[config.mk]
export PLATFORM = sky130hd
export DESIGN_NAME = sensor_ring_cluster_finder_unit
export DESIGN_NICKNAME = d
export VERILOG_FILES = /design/src/design/srcf_pkg.sv /design/src/design/srcf_prep.sv /design/src/design/srcf_extract.sv /design/src/design/srcf_assemble.sv /design/src/design/sensor_ring_cluster_finder_unit.sv
export SDC_FILE = /design/constraint.sdc
export NUM_CORES = 2
export LEC_CHECK = 0
export BUFFER_PORTS_ARGS = -buffer_cell sky130_fd_sc_hd__buf_2
export CORE_UTILIZATION = 45
export CTS_CLUSTER_SIZE = 25
export DETAILED_ROUTE_END_ITERATION = 8
export GPL_TIMING_DRIVEN = 0
export PLACE_DENSITY = 0.57
export SLEW_MARGIN = 20
export SYNTH_ARGS = -nofsm -noshare
export SYNTH_HDL_FRONTEND = slang
export SYNTH_SLANG_ARGS = --single-unit
[constraint.sdc]
create_clock -name clk -period 51.4 [get_ports clk]
set_input_delay 5.14 -clock clk [delete_from_list [all_inputs] [get_ports clk]]
set_output_delay 5.14 -clock clk [all_outputs]
set_load 0.05 [all_outputs]
[src/design/srcf_pkg.sv]
// ----------------------------------------------------------------------------
// srcf_pkg
// Shared types, constants and helpers for the sensor ring cluster finder.
// ----------------------------------------------------------------------------
package srcf_pkg;

  localparam int SENSOR_COUNT = 48;
  localparam int BITS_W       = 48;
  localparam int MASK_W       = (SENSOR_COUNT > BITS_W) ? SENSOR_COUNT : BITS_W;
  localparam int IDX_W        = 6;
  localparam int CNT_W        = 2;
  localparam int MAX_RUNS     = 3;
  localparam int RUN_SLOTS    = MAX_RUNS + 1;
  localparam int SLOT_W       = $clog2(RUN_SLOTS);
  localparam int RUNS_W       = $clog2(RUN_SLOTS + 2);

  typedef logic [SENSOR_COUNT-1:0] ring_t;
  typedef logic [IDX_W-1:0]        idx_t;

  localparam idx_t SLOT_UNUSED = idx_t'(63);

  // One scan in flight: remaining start/end marks and positions taken so far.
  typedef struct packed {
    ring_t                     rise;
    ring_t                     fall;
    logic                      wrap;
    logic [RUNS_W-1:0]         runs;
    idx_t [RUN_SLOTS-1:0]      starts;
    idx_t [RUN_SLOTS-1:0]      ends;
  } track_t;

  typedef struct packed {
    logic [CNT_W-1:0]     count;
    idx_t [MAX_RUNS-1:0]  cstart;
    idx_t [MAX_RUNS-1:0]  cend;
    logic                 used;
  } res_t;

  function automatic idx_t first_set(ring_t m);
    idx_t pos;
    pos = '0;
    for (int i = SENSOR_COUNT - 1; i >= 0; i--) begin
      if (m[i]) begin
        pos = IDX_W'(i);
      end
    end
    return pos;
  endfunction

endpackage

[src/design/srcf_prep.sv]
// ----------------------------------------------------------------------------
// srcf_prep
// Builds the fill-in frame and the start/end marks of both frames.
// ----------------------------------------------------------------------------
module srcf_prep (
  input  srcf_pkg::ring_t  ring,
  output srcf_pkg::track_t orig,
  output srcf_pkg::track_t filled
);

  srcf_pkg::ring_t left;
  srcf_pkg::ring_t right;
  srcf_pkg::ring_t fbits;

  assign left  = {ring[srcf_pkg::SENSOR_COUNT-2:0], ring[srcf_pkg::SENSOR_COUNT-1]};
  assign right = {ring[0], ring[srcf_pkg::SENSOR_COUNT-1:1]};
  assign fbits = ring | (left & right);

  function automatic srcf_pkg::track_t marks(srcf_pkg::ring_t b);
    srcf_pkg::track_t t;
    t        = '0;
    t.rise   = b & ~(b << 1);
    t.fall   = b & ~(b >> 1);
    t.wrap   = b[0] & b[srcf_pkg::SENSOR_COUNT-1];
    t.starts = {srcf_pkg::RUN_SLOTS{srcf_pkg::SLOT_UNUSED}};
    t.ends   = {srcf_pkg::RUN_SLOTS{srcf_pkg::SLOT_UNUSED}};
    return t;
  endfunction

  assign orig   = marks(ring);
  assign filled = marks(fbits);

endmodule

[src/design/srcf_extract.sv]
// ----------------------------------------------------------------------------
// srcf_extract
// One step of the run walk: takes the lowest start and end mark into a slot.
// ----------------------------------------------------------------------------
module srcf_extract (
  input  logic [srcf_pkg::SLOT_W-1:0] slot,
  input  srcf_pkg::track_t            din,
  output srcf_pkg::track_t            dout
);

  logic has;

  assign has = |din.rise;

  always_comb begin
    dout = din;
    if (has) begin
      dout.starts[slot] = srcf_pkg::first_set(din.rise);
      dout.ends[slot]   = srcf_pkg::first_set(din.fall);
      dout.rise         = din.rise & (din.rise - srcf_pkg::ring_t'(1));
      dout.fall         = din.fall & (din.fall - srcf_pkg::ring_t'(1));
      dout.runs         = din.runs + srcf_pkg::RUNS_W'(1);
    end
  end

endmodule

[src/design/srcf_assemble.sv]
// ----------------------------------------------------------------------------
// srcf_assemble
// Applies the wrap merge, picks first or fill-in scan, fills unused slots.
// ----------------------------------------------------------------------------
module srcf_assemble (
  input  srcf_pkg::track_t orig,
  input  srcf_pkg::track_t filled,
  output srcf_pkg::res_t   res
);

  function automatic srcf_pkg::res_t pack_scan(srcf_pkg::track_t t, output logic fail);
    srcf_pkg::res_t             r;
    logic [srcf_pkg::RUNS_W-1:0] total;
    logic [srcf_pkg::RUNS_W-1:0] cnt;
    r     = '0;
    total = t.runs + srcf_pkg::RUNS_W'(|t.rise);
    cnt   = total - srcf_pkg::RUNS_W'(t.wrap);
    fail  = (cnt > srcf_pkg::RUNS_W'(srcf_pkg::MAX_RUNS));
    r.count = cnt[srcf_pkg::CNT_W-1:0];
    for (int k = 0; k < srcf_pkg::MAX_RUNS; k++) begin
      if (srcf_pkg::RUNS_W'(k) < cnt) begin
        r.cstart[k] = t.starts[k];
        r.cend[k]   = t.ends[k];
      end else begin
        r.cstart[k] = srcf_pkg::SLOT_UNUSED;
        r.cend[k]   = srcf_pkg::SLOT_UNUSED;
      end
    end
    // wrap merge: cluster 0 starts where the last run starts
    if (t.wrap && cnt != '0) begin
      r.cstart[0] = t.starts[cnt[srcf_pkg::SLOT_W-1:0]];
    end
    return r;
  endfunction

  srcf_pkg::res_t r_orig;
  srcf_pkg::res_t r_fill;
  logic           fail_orig;
  logic           fail_fill;

  always_comb begin
    r_orig = pack_scan(orig, fail_orig);
    r_fill = pack_scan(filled, fail_fill);
    if (!fail_orig) begin
      res = r_orig;
    end else if (!fail_fill) begin
      res      = r_fill;
      res.used = 1'b1;
    end else begin
      res        = '0;
      res.cstart = {srcf_pkg::MAX_RUNS{srcf_pkg::SLOT_UNUSED}};
      res.cend   = {srcf_pkg::MAX_RUNS{srcf_pkg::SLOT_UNUSED}};
      res.used   = 1'b1;
    end
  end

endmodule

[src/design/sensor_ring_cluster_finder_unit.sv]
// ----------------------------------------------------------------------------
// sensor_ring_cluster_finder_unit
// Finds up to three runs of lit sensors on a ring, with wrap merge and a
// fill-in retry scan.
//
//   channel | direction | handshake           | payload
//   --------+-----------+---------------------+------------------------------
//   in      | input     | in_valid / in_ready | sensor_bits
//   out     | output    | out_valid/out_ready | cluster_count, *_start, *_end,
//           |           |                     | used_fill_in
//
// Seven register stages: input, mark build, four run-walk steps (one
// priority encode per step), result. One beat per cycle while out_ready
// holds high. Both scans walk side by side, so the fill-in retry
// does not lengthen the pipeline.
// Reset clears only the stage valid bits.
// Each stage holds while the next is full and stalled; empty stages still
// fill, so in_ready drops only when every stage is full and stalled.
// ----------------------------------------------------------------------------
module sensor_ring_cluster_finder_unit (
  input  logic                              clk,
  input  logic                              rst,
  input  logic                              in_valid,
  output logic                              in_ready,
  input  logic [srcf_pkg::BITS_W-1:0]       sensor_bits,
  output logic                              out_valid,
  input  logic                              out_ready,
  output logic [srcf_pkg::CNT_W-1:0]        cluster_count,
  output logic [srcf_pkg::IDX_W-1:0]        first_start,
  output logic [srcf_pkg::IDX_W-1:0]        first_end,
  output logic [srcf_pkg::IDX_W-1:0]        second_start,
  output logic [srcf_pkg::IDX_W-1:0]        second_end,
  output logic [srcf_pkg::IDX_W-1:0]        third_start,
  output logic [srcf_pkg::IDX_W-1:0]        third_end,
  output logic                              used_fill_in
);

  localparam int NSTG = srcf_pkg::RUN_SLOTS + 3;
  localparam int LAST = NSTG - 1;

  logic [NSTG-1:0] vld;
  logic [NSTG-1:0] rdy;

  logic [srcf_pkg::MASK_W-1:0] ext_bits;
  srcf_pkg::ring_t             ring;

  srcf_pkg::track_t trk_orig [srcf_pkg::RUN_SLOTS+1];
  srcf_pkg::track_t trk_fill [srcf_pkg::RUN_SLOTS+1];
  srcf_pkg::track_t prep_orig;
  srcf_pkg::track_t prep_fill;
  srcf_pkg::track_t step_orig [srcf_pkg::RUN_SLOTS];
  srcf_pkg::track_t step_fill [srcf_pkg::RUN_SLOTS];
  srcf_pkg::res_t   res_next;
  srcf_pkg::res_t   res;

  // ready chain: a stage moves when it is empty or its beat moves on
  always_comb begin
    rdy[LAST] = !vld[LAST] || out_ready;
    for (int k = LAST - 1; k >= 0; k--) begin
      rdy[k] = !vld[k] || rdy[k+1];
    end
  end

  assign in_ready = rdy[0];

  always_ff @(posedge clk) begin
    if (rst) begin
      vld <= '0;
    end else begin
      if (rdy[0]) begin
        vld[0] <= in_valid;
      end
      for (int k = 1; k < NSTG; k++) begin
        if (rdy[k]) begin
          vld[k] <= vld[k-1];
        end
      end
    end
  end

  assign ext_bits = srcf_pkg::MASK_W'(sensor_bits);

  always_ff @(posedge clk) begin
    if (rdy[0] && in_valid) begin
      ring <= ext_bits[srcf_pkg::SENSOR_COUNT-1:0];
    end
  end

  srcf_prep u_prep (
    .ring   (ring),
    .orig   (prep_orig),
    .filled (prep_fill)
  );

  always_ff @(posedge clk) begin
    if (rdy[1] && vld[0]) begin
      trk_orig[0] <= prep_orig;
      trk_fill[0] <= prep_fill;
    end
  end

  for (genvar g = 0; g < srcf_pkg::RUN_SLOTS; g++) begin : g_walk
    srcf_extract u_x_orig (
      .slot (srcf_pkg::SLOT_W'(g)),
      .din  (trk_orig[g]),
      .dout (step_orig[g])
    );
    srcf_extract u_x_fill (
      .slot (srcf_pkg::SLOT_W'(g)),
      .din  (trk_fill[g]),
      .dout (step_fill[g])
    );

    always_ff @(posedge clk) begin
      if (rdy[g+2] && vld[g+1]) begin
        trk_orig[g+1] <= step_orig[g];
        trk_fill[g+1] <= step_fill[g];
      end
    end
  end

  srcf_assemble u_asm (
    .orig   (trk_orig[srcf_pkg::RUN_SLOTS]),
    .filled (trk_fill[srcf_pkg::RUN_SLOTS]),
    .res    (res_next)
  );

  always_ff @(posedge clk) begin
    if (rdy[LAST] && vld[LAST-1]) begin
      res <= res_next;
    end
  end

  assign out_valid     = vld[LAST];
  assign cluster_count = res.count;
  assign first_start   = res.cstart[0];
  assign first_end     = res.cend[0];
  assign second_start  = res.cstart[1];
  assign second_end    = res.cend[1];
  assign third_start   = res.cstart[2];
  assign third_end     = res.cend[2];
  assign used_fill_in  = res.used;

`ifndef SYNTH
  a_empty_slots: assert property (@(posedge clk) disable iff (rst)
    out_valid && cluster_count == '0 |->
      first_start == srcf_pkg::SLOT_UNUSED && first_end == srcf_pkg::SLOT_UNUSED &&
      third_start == srcf_pkg::SLOT_UNUSED && third_end == srcf_pkg::SLOT_UNUSED)
    else $error("unused cluster slot not at sentinel");

  a_used_start: assert property (@(posedge clk) disable iff (rst)
    out_valid && cluster_count != '0 |-> first_start != srcf_pkg::SLOT_UNUSED)
    else $error("counted cluster has no start");

  a_full_block: assert property (@(posedge clk) disable iff (rst)
    (&vld) && !out_ready |-> !in_ready)
    else $error("input taken with every stage full and stalled");

  a_bubble_fill: assert property (@(posedge clk) disable iff (rst)
    vld[0] && !vld[1] |=> vld[1])
    else $error("beat did not advance into empty stage");
`endif

endmodule
# Word-level counts from Yosys, hierarchy flattened
# Memory sizes are Yosys's and may differ from the RTL's.
# Index checks and enable logic that the tools add are counted.
# totals
regBits	94
mem_bits_rw	1480
elab_cells	933
memories	2
output_inout_bits	41
# op_classes
reduce_logical	35
n_mux	814
bitwise_logic	28
n_lt_le_gt_ge	10
addsub	28
# mem_list
name	words	word_bits	rd	rd_ports_with_merged_regs	write_ports	line	rtl
trk_fill	5	148	5	0	5	sensor_ring_cluster_finder_unit.sv:48	srcf_pkg::track_t trk_fill [srcf_pkg::RUN_SLOTS+1];
trk_orig	5	148	5	0	5	sensor_ring_cluster_finder_unit.sv:47	srcf_pkg::track_t trk_orig [srcf_pkg::RUN_SLOTS+1];
# op_table
op	n
6-bit 2-to-1 mux	784
48-bit AND	21
96-bit 2-to-1 mux	8
48-bit by 1-bit subtractor with 48-bit output, second input constant	16
48-bit OR reduction	10
51-bit 2-to-1 mux	8
47-bit inverter with 48-bit output	2
48-bit inverter	2
39-bit 2-to-1 mux	2
48-bit bitwise OR	1
3-bit by 1-bit adder with 3-bit output, second input constant	8
6-bit binary-select mux with 2-bit select	2
1-bit by 3-bit less-than comparator with 1-bit output, first input constant	4
1-bit 2-to-1 mux	10
1-bit logical AND	9
1-bit logical NOT	7
1-bit logical OR	7
3-bit by 1-bit adder with 3-bit output	2
3-bit by 2-bit > comparator with 1-bit output, second input constant	2
2-bit by 3-bit less-than comparator with 1-bit output, first input constant	2
2-bit by 3-bit less-than comparator with 1-bit output, second input constant	2
3-bit nonzero test	2
3-bit by 1-bit subtractor with 3-bit output	2
1-bit AND	2

# Depth between registers and ports, before layout
# An unclocked memory read counts as a cell.
# logic_depth
word_depth	50
depth_mapped	12

# Modules after synthesis
# From an unflattened synthesis, not the netlist that was laid out.
# hier_totals
cells_unflattened	5955
hier_area_um2	74692.9
# modules_own_cells
module	instances	area_each_um2	cells_each
sensor_ring_cluster_finder_unit	1	47385.4	1604
srcf_extract (g_walk[0].u_x_fill ...)	7	3002.9	484
srcf_extract (g_walk[3].u_x_orig)	1	2820.2	483
srcf_prep	1	2207.1	319
srcf_assemble	1	1260.0	161

# Worst setup path before layout
# OpenSTA, ideal clock, no wires.
# synth_path
path_kind	input to register
startpoint	input out_ready
endpoint	memory trk_fill[0][148] (netlist name) (enable)
arrival_time_ns	21.551
setup_slack_ns	28.712
stages	5
path_buffers	1
cell_sequence	nor2b_1 and2_1 and3_1 clkbuf_1 a21boi_0
# synth_lines
element	line	rtl
start: declaration	sensor_ring_cluster_finder_unit.sv:27	input logic out_ready,
end: declaration	sensor_ring_cluster_finder_unit.sv:48	

# Worst setup path in the final report
# layout_path
startpoint	input out_ready
endpoint	output in_ready
# layout_between
elab_chain_len	7
# layout_lines
element	line	rtl
1-bit logical OR	sensor_ring_cluster_finder_unit.sv:58	rdy[LAST] = !vld[LAST] || out_ready;
1-bit logical OR (6 in a row)	sensor_ring_cluster_finder_unit.sv:60	rdy[k] = !vld[k] || rdy[k+1];
end: declaration	sensor_ring_cluster_finder_unit.sv:24	output logic in_ready,
# No other way between the ends.

==> reports/qor.txt <==
STATUS
--------------------------------------------------------------------------------
Run status                                                          complete, no violations

ROUTING
--------------------------------------------------------------------------------
1st-iter DRT viols                                                         3,695
Final routed wire length divided by cell count                           21.6 µm
Detailed-route via count                                                   33.5k
Total detailed-routing wirelength                                         128 mm
Vias per Instance                                                           5.66
# DRC                                                                          0
Post-route antenna net violation count                                         0
Drt first pass iters                                                           5

STA
--------------------------------------------------------------------------------
Transition at the pin with the smallest max-transition slack             1240 ps
Timing-limited maximum frequency                                        82.8 MHz
Sum of negative setup slack                                                 0 ps
Count of endpoints failing setup in the final report                           0
Final critical path time including I/O delays and setup                12,080 ps
Slew HR                                                                    17.2%
Final worst-path cycle share                                               23.5%
Setup repair after global routing missed its margin                        false
Worst clock skew                                                         34.1 ps
Final hold violation count                                                     0
Slew Limit Fails                                                               0

SYNTHESIS
--------------------------------------------------------------------------------
Distinct cells, synth                                                         77
Synth Area per Inst                                                     12.4 µm²
Sequential element share of the synthesized area                           66.2%
Flip-flop cell with the highest count after synthesis               sky130_fd_sc_hd__edfxtp_1
Share of synthesized flip-flops with an asynchronous set or reset             0%
Post-synth top area share                                                  65.9%
Syn Std Cell Area                                                     50,600 µm²
Ranking of synthesized cells by area                                sky130_fd_sc_hd__edfxtp_1 66%, sky130_fd_sc_hd__nor2_1 3.5%, sky130_fd_sc_hd__nor4_1 2.6%
Flip-flop and latch count after synthesis                                  1,118
EDFF count, synth                                                          1,111
Number of synthesis warnings                                                   0
Cells after Synth                                                          4,072
Top cell type by total area after synthesis                         sky130_fd_sc_hd__edfxtp_1

POWER
--------------------------------------------------------------------------------
Power Internal                                                           1.56 mW
Combinational power share                                                   4.9%
Leakage power                                                            18.3 nW
Sequential share of power                                                  53.7%
Share of power burned in the clock network                                 41.5%
Psw                                                                       438 µW
Total power per unit cell area                                       34.4 nW/µm²
VDD IR max                                                           0.0000296 V
Net Sw Frac                                                                21.9%

CRITICAL PATH
--------------------------------------------------------------------------------
Worst path arrival time                                                  6940 ps
Worst-path cell chain                                               buf_2, nor2b_1, and2_1, and3_1, clkbuf_1, nand4_1, buf_2
Crit end category                                                    output port
Most common cell type on the critical path                          sky130_fd_sc_hd__buf_2
Max stage delay on crit path                                              410 ps
Highest net fanout along the worst path                                        7
Critical path launch point type                                       input port
Worst Path Class, Setup                                             input port to output port
Req. time, crit path                                                   46,260 ps
Slowest library cell on the worst path                              sky130_fd_sc_hd__clkbuf_1

PLACED DESIGN
--------------------------------------------------------------------------------
Post-DP HPWL                                                             93.6 mm
RePlAce Congestion                                                         0.915
Number of port buffers                                                        92
Placed cells                                                               5,709

GLOBAL ROUTING
--------------------------------------------------------------------------------
Maximum number of pins on one net before global-route repair                  49
First-pass GRT wire length                                                190 mm
Overflow after GRT                                                             0
Antenna violations before repair                                               4
Gr usage total                                                             22.4%
Number of global-route vias before repair                                  31.6k

CLOCKING
--------------------------------------------------------------------------------
Total setup buffers inserted after CTS                                         0
CTS clk-pin slew, worst paths                                              60 ps
Clk root buf                                                        sky130_fd_sc_hd__clkbuf_16
Post-CTS sizing                                                                0
Clock buffer depth                                                             3
Number of levels in the clock H-tree                                           3
TritonCTS clock tree                                                       built
Worst-skew pair later-pin latency                                         710 ps
CTS sink count                                                             1,118
Inserted Clock Buffers                                                       113
CTS Hold Buffers Added                                                         0

DIE
--------------------------------------------------------------------------------
Total core area                                                      111,000 µm²
Initial Util                                                               45.6%
Die outline height                                                        337 µm
Site row count                                                               122
Die X                                                                     337 µm
Io pins                                                                       93
DIE AREA                                                             114,000 µm²

FINISH
--------------------------------------------------------------------------------
Nets                                                                       4,399
Share of post-route cells with drive strength above 1                      8.57%
Area growth syn-to-layout                                                  14.7%
Filler Cells Inserted                                                      9,718
Post-route non-filler standard cell count                                  5,929
Post-layout utilization of the core                                        52.3%

MIN PATH
--------------------------------------------------------------------------------
Path category of the worst min-delay check                          register to register

FLOW RUN
--------------------------------------------------------------------------------
Max-Cap Viols                                                                  0

==> cell families (layout without fill, tap and decap cells) <==
family	after synthesis	in the layout	synth area share (%)
fa+ha+maj	10	10	0.277
other cells	1	16	0.00741
compound gates	988	988	13.9
flops	1118	1118	66.2
buf+inv	283	637	2.13
simple gates	1642	1642	16.8
xor+xnor	10	10	0.173
mux	20	20	0.549
==> cell usage after synthesis (5+ instances only) <==
master,count
sky130_fd_sc_hd__nor4_1,207
sky130_fd_sc_hd__o211ai_1,21
sky130_fd_sc_hd__nand2_1,234
sky130_fd_sc_hd__nor2_1,471
sky130_fd_sc_hd__o21a_1,141
sky130_fd_sc_hd__o221a_2,5
sky130_fd_sc_hd__o31ai_1,46
sky130_fd_sc_hd__or3_1,22
sky130_fd_sc_hd__o2111ai_1,5
sky130_fd_sc_hd__o31a_1,95
sky130_fd_sc_hd__o22a_1,31
sky130_fd_sc_hd__xnor2_1,9
sky130_fd_sc_hd__nor3_1,121
sky130_fd_sc_hd__o21ai_0,124
sky130_fd_sc_hd__a21oi_1,190
sky130_fd_sc_hd__o311ai_0,11
sky130_fd_sc_hd__a22oi_1,6
sky130_fd_sc_hd__clkbuf_1,82
sky130_fd_sc_hd__and2_1,133
sky130_fd_sc_hd__mux2i_1,12
sky130_fd_sc_hd__dfxtp_1,7
sky130_fd_sc_hd__o21bai_1,24
sky130_fd_sc_hd__a211oi_1,28
sky130_fd_sc_hd__nand3_1,73
sky130_fd_sc_hd__nand4_1,36
sky130_fd_sc_hd__ha_1,8
sky130_fd_sc_hd__buf_1,6
sky130_fd_sc_hd__o221ai_1,29
sky130_fd_sc_hd__nor2b_1,148
sky130_fd_sc_hd__inv_1,189
sky130_fd_sc_hd__a21boi_0,66
sky130_fd_sc_hd__o41a_1,49
sky130_fd_sc_hd__a221oi_1,7
sky130_fd_sc_hd__edfxtp_1,1111
sky130_fd_sc_hd__a31oi_1,66
sky130_fd_sc_hd__a21o_1,5
sky130_fd_sc_hd__or4_1,43
sky130_fd_sc_hd__and3_1,8
sky130_fd_sc_hd__mux4_2,6
sky130_fd_sc_hd__or2_2,18
sky130_fd_sc_hd__nand2b_1,17
sky130_fd_sc_hd__nor3b_1,91
sky130_fd_sc_hd__o41ai_1,10
==> registers in the layout (all words and copies together) (netlist names) <==
| signal | flops |
|---|---|
| first_start | 6 |
| first_end | 6 |
| cluster_count | 2 |
| second_end | 6 |
| ring | 48 |
| used_fill_in | 1 |
| trk_orig | 512 |
| trk_fill | 512 |
| vld | 7 |
| third_end | 6 |
| second_start | 6 |
| third_start | 6 |
==> layer usage <==
metal	vias up	share of wire, %	global-route usage, %
met5	-	0	0
met4	0	3.6	8.94
met1	15900	46	32.3
met3	218	5.5	2.79
met2	982	44	34.4
li1	16400	-	-
==> placed cells by master (no fill, tap or decap), drive strengths merged, types with 9 or more instances in the layout <==
master and count:
o41ai 10, clkbuf 217, a21boi 66, nand2b 17, buf 153, or2 19, or4 44, or3 22
nand3 73, a31oi 66, and2 133, o21a 141, xnor2 9, a211oi 28, nand2 234, o21bai 24
o31a 95, o311ai 11, a21oi 190, clkinv 52, nor2 471, bufinv 14, nand4 36, nor3b 91
nor4 211, nor2b 148, o221ai 29, mux2i 12, inv 193, edfxtp 1111, o31ai 46, o22a 31
o211ai 21, o21ai 125, o41a 49, nor3 121
==> path summary, 6_finish.rpt <==
path	depth (start not counted)	slack, ps	to	start
setup / recovery	7	39320	in_ready	out_ready
hold / removal	0	410	trk_orig[0][322]	trk_orig[0][174]
setup reg to reg	7	46980	trk_fill[0][202]	trk_fill[0][100]
hold reg to reg	0	410	trk_orig[0][322]	trk_orig[0][174]
==> critical path: cells and delay by family <==
kind | cells | cell delay (ps)
simple gates | 4 | 1040
buf+inv | 3 | 770
==> final cells by class <==
type	instances	area (µm²)	share of cell area, %
clock inverter	76	812	1.40
timing repair buffer	143	1640	2.83
clock buffer	135	2980	5.14
sequential	1118	33500	57.7
buffer	92	379	0.653
inverter	191	717	1.23
multi-input combinational	2678	16200	27.8
antenna	8	20.0	0.0345
tap	1488	1860	3.21
==> power groups by stage <==
stage	combinational (mW)	sequential, mW	clock, mW
after floorplan	0.0576	1.09	0
after global placement	0.0895	1.10	0
after detailed placement	0.0959	1.09	0
after CTS	0.0967	1.07	0.850
after global routing	0.106	1.08	0.879
final	0.0973	1.07	0.828
==> per-stage QoR <==
| step | setup slack (ps) | instance area, µm² | total power, mW | hold slack, ps |
|---|---|---|---|---|
| finish | 39320 | 58100 | 2.00 | 411 |
| global placement | 22720 | 53000 | 1.19 | 401 |
| CTS | 39310 | 58000 | 2.02 | 412 |
| detailed placement | 39310 | 54200 | 1.19 | 405 |
| global route | 39140 | 58100 | 2.06 | 417 |
| floorplan | 28710 | 50700 | 1.15 | 400 |
(Power assumes the default switching activity.)
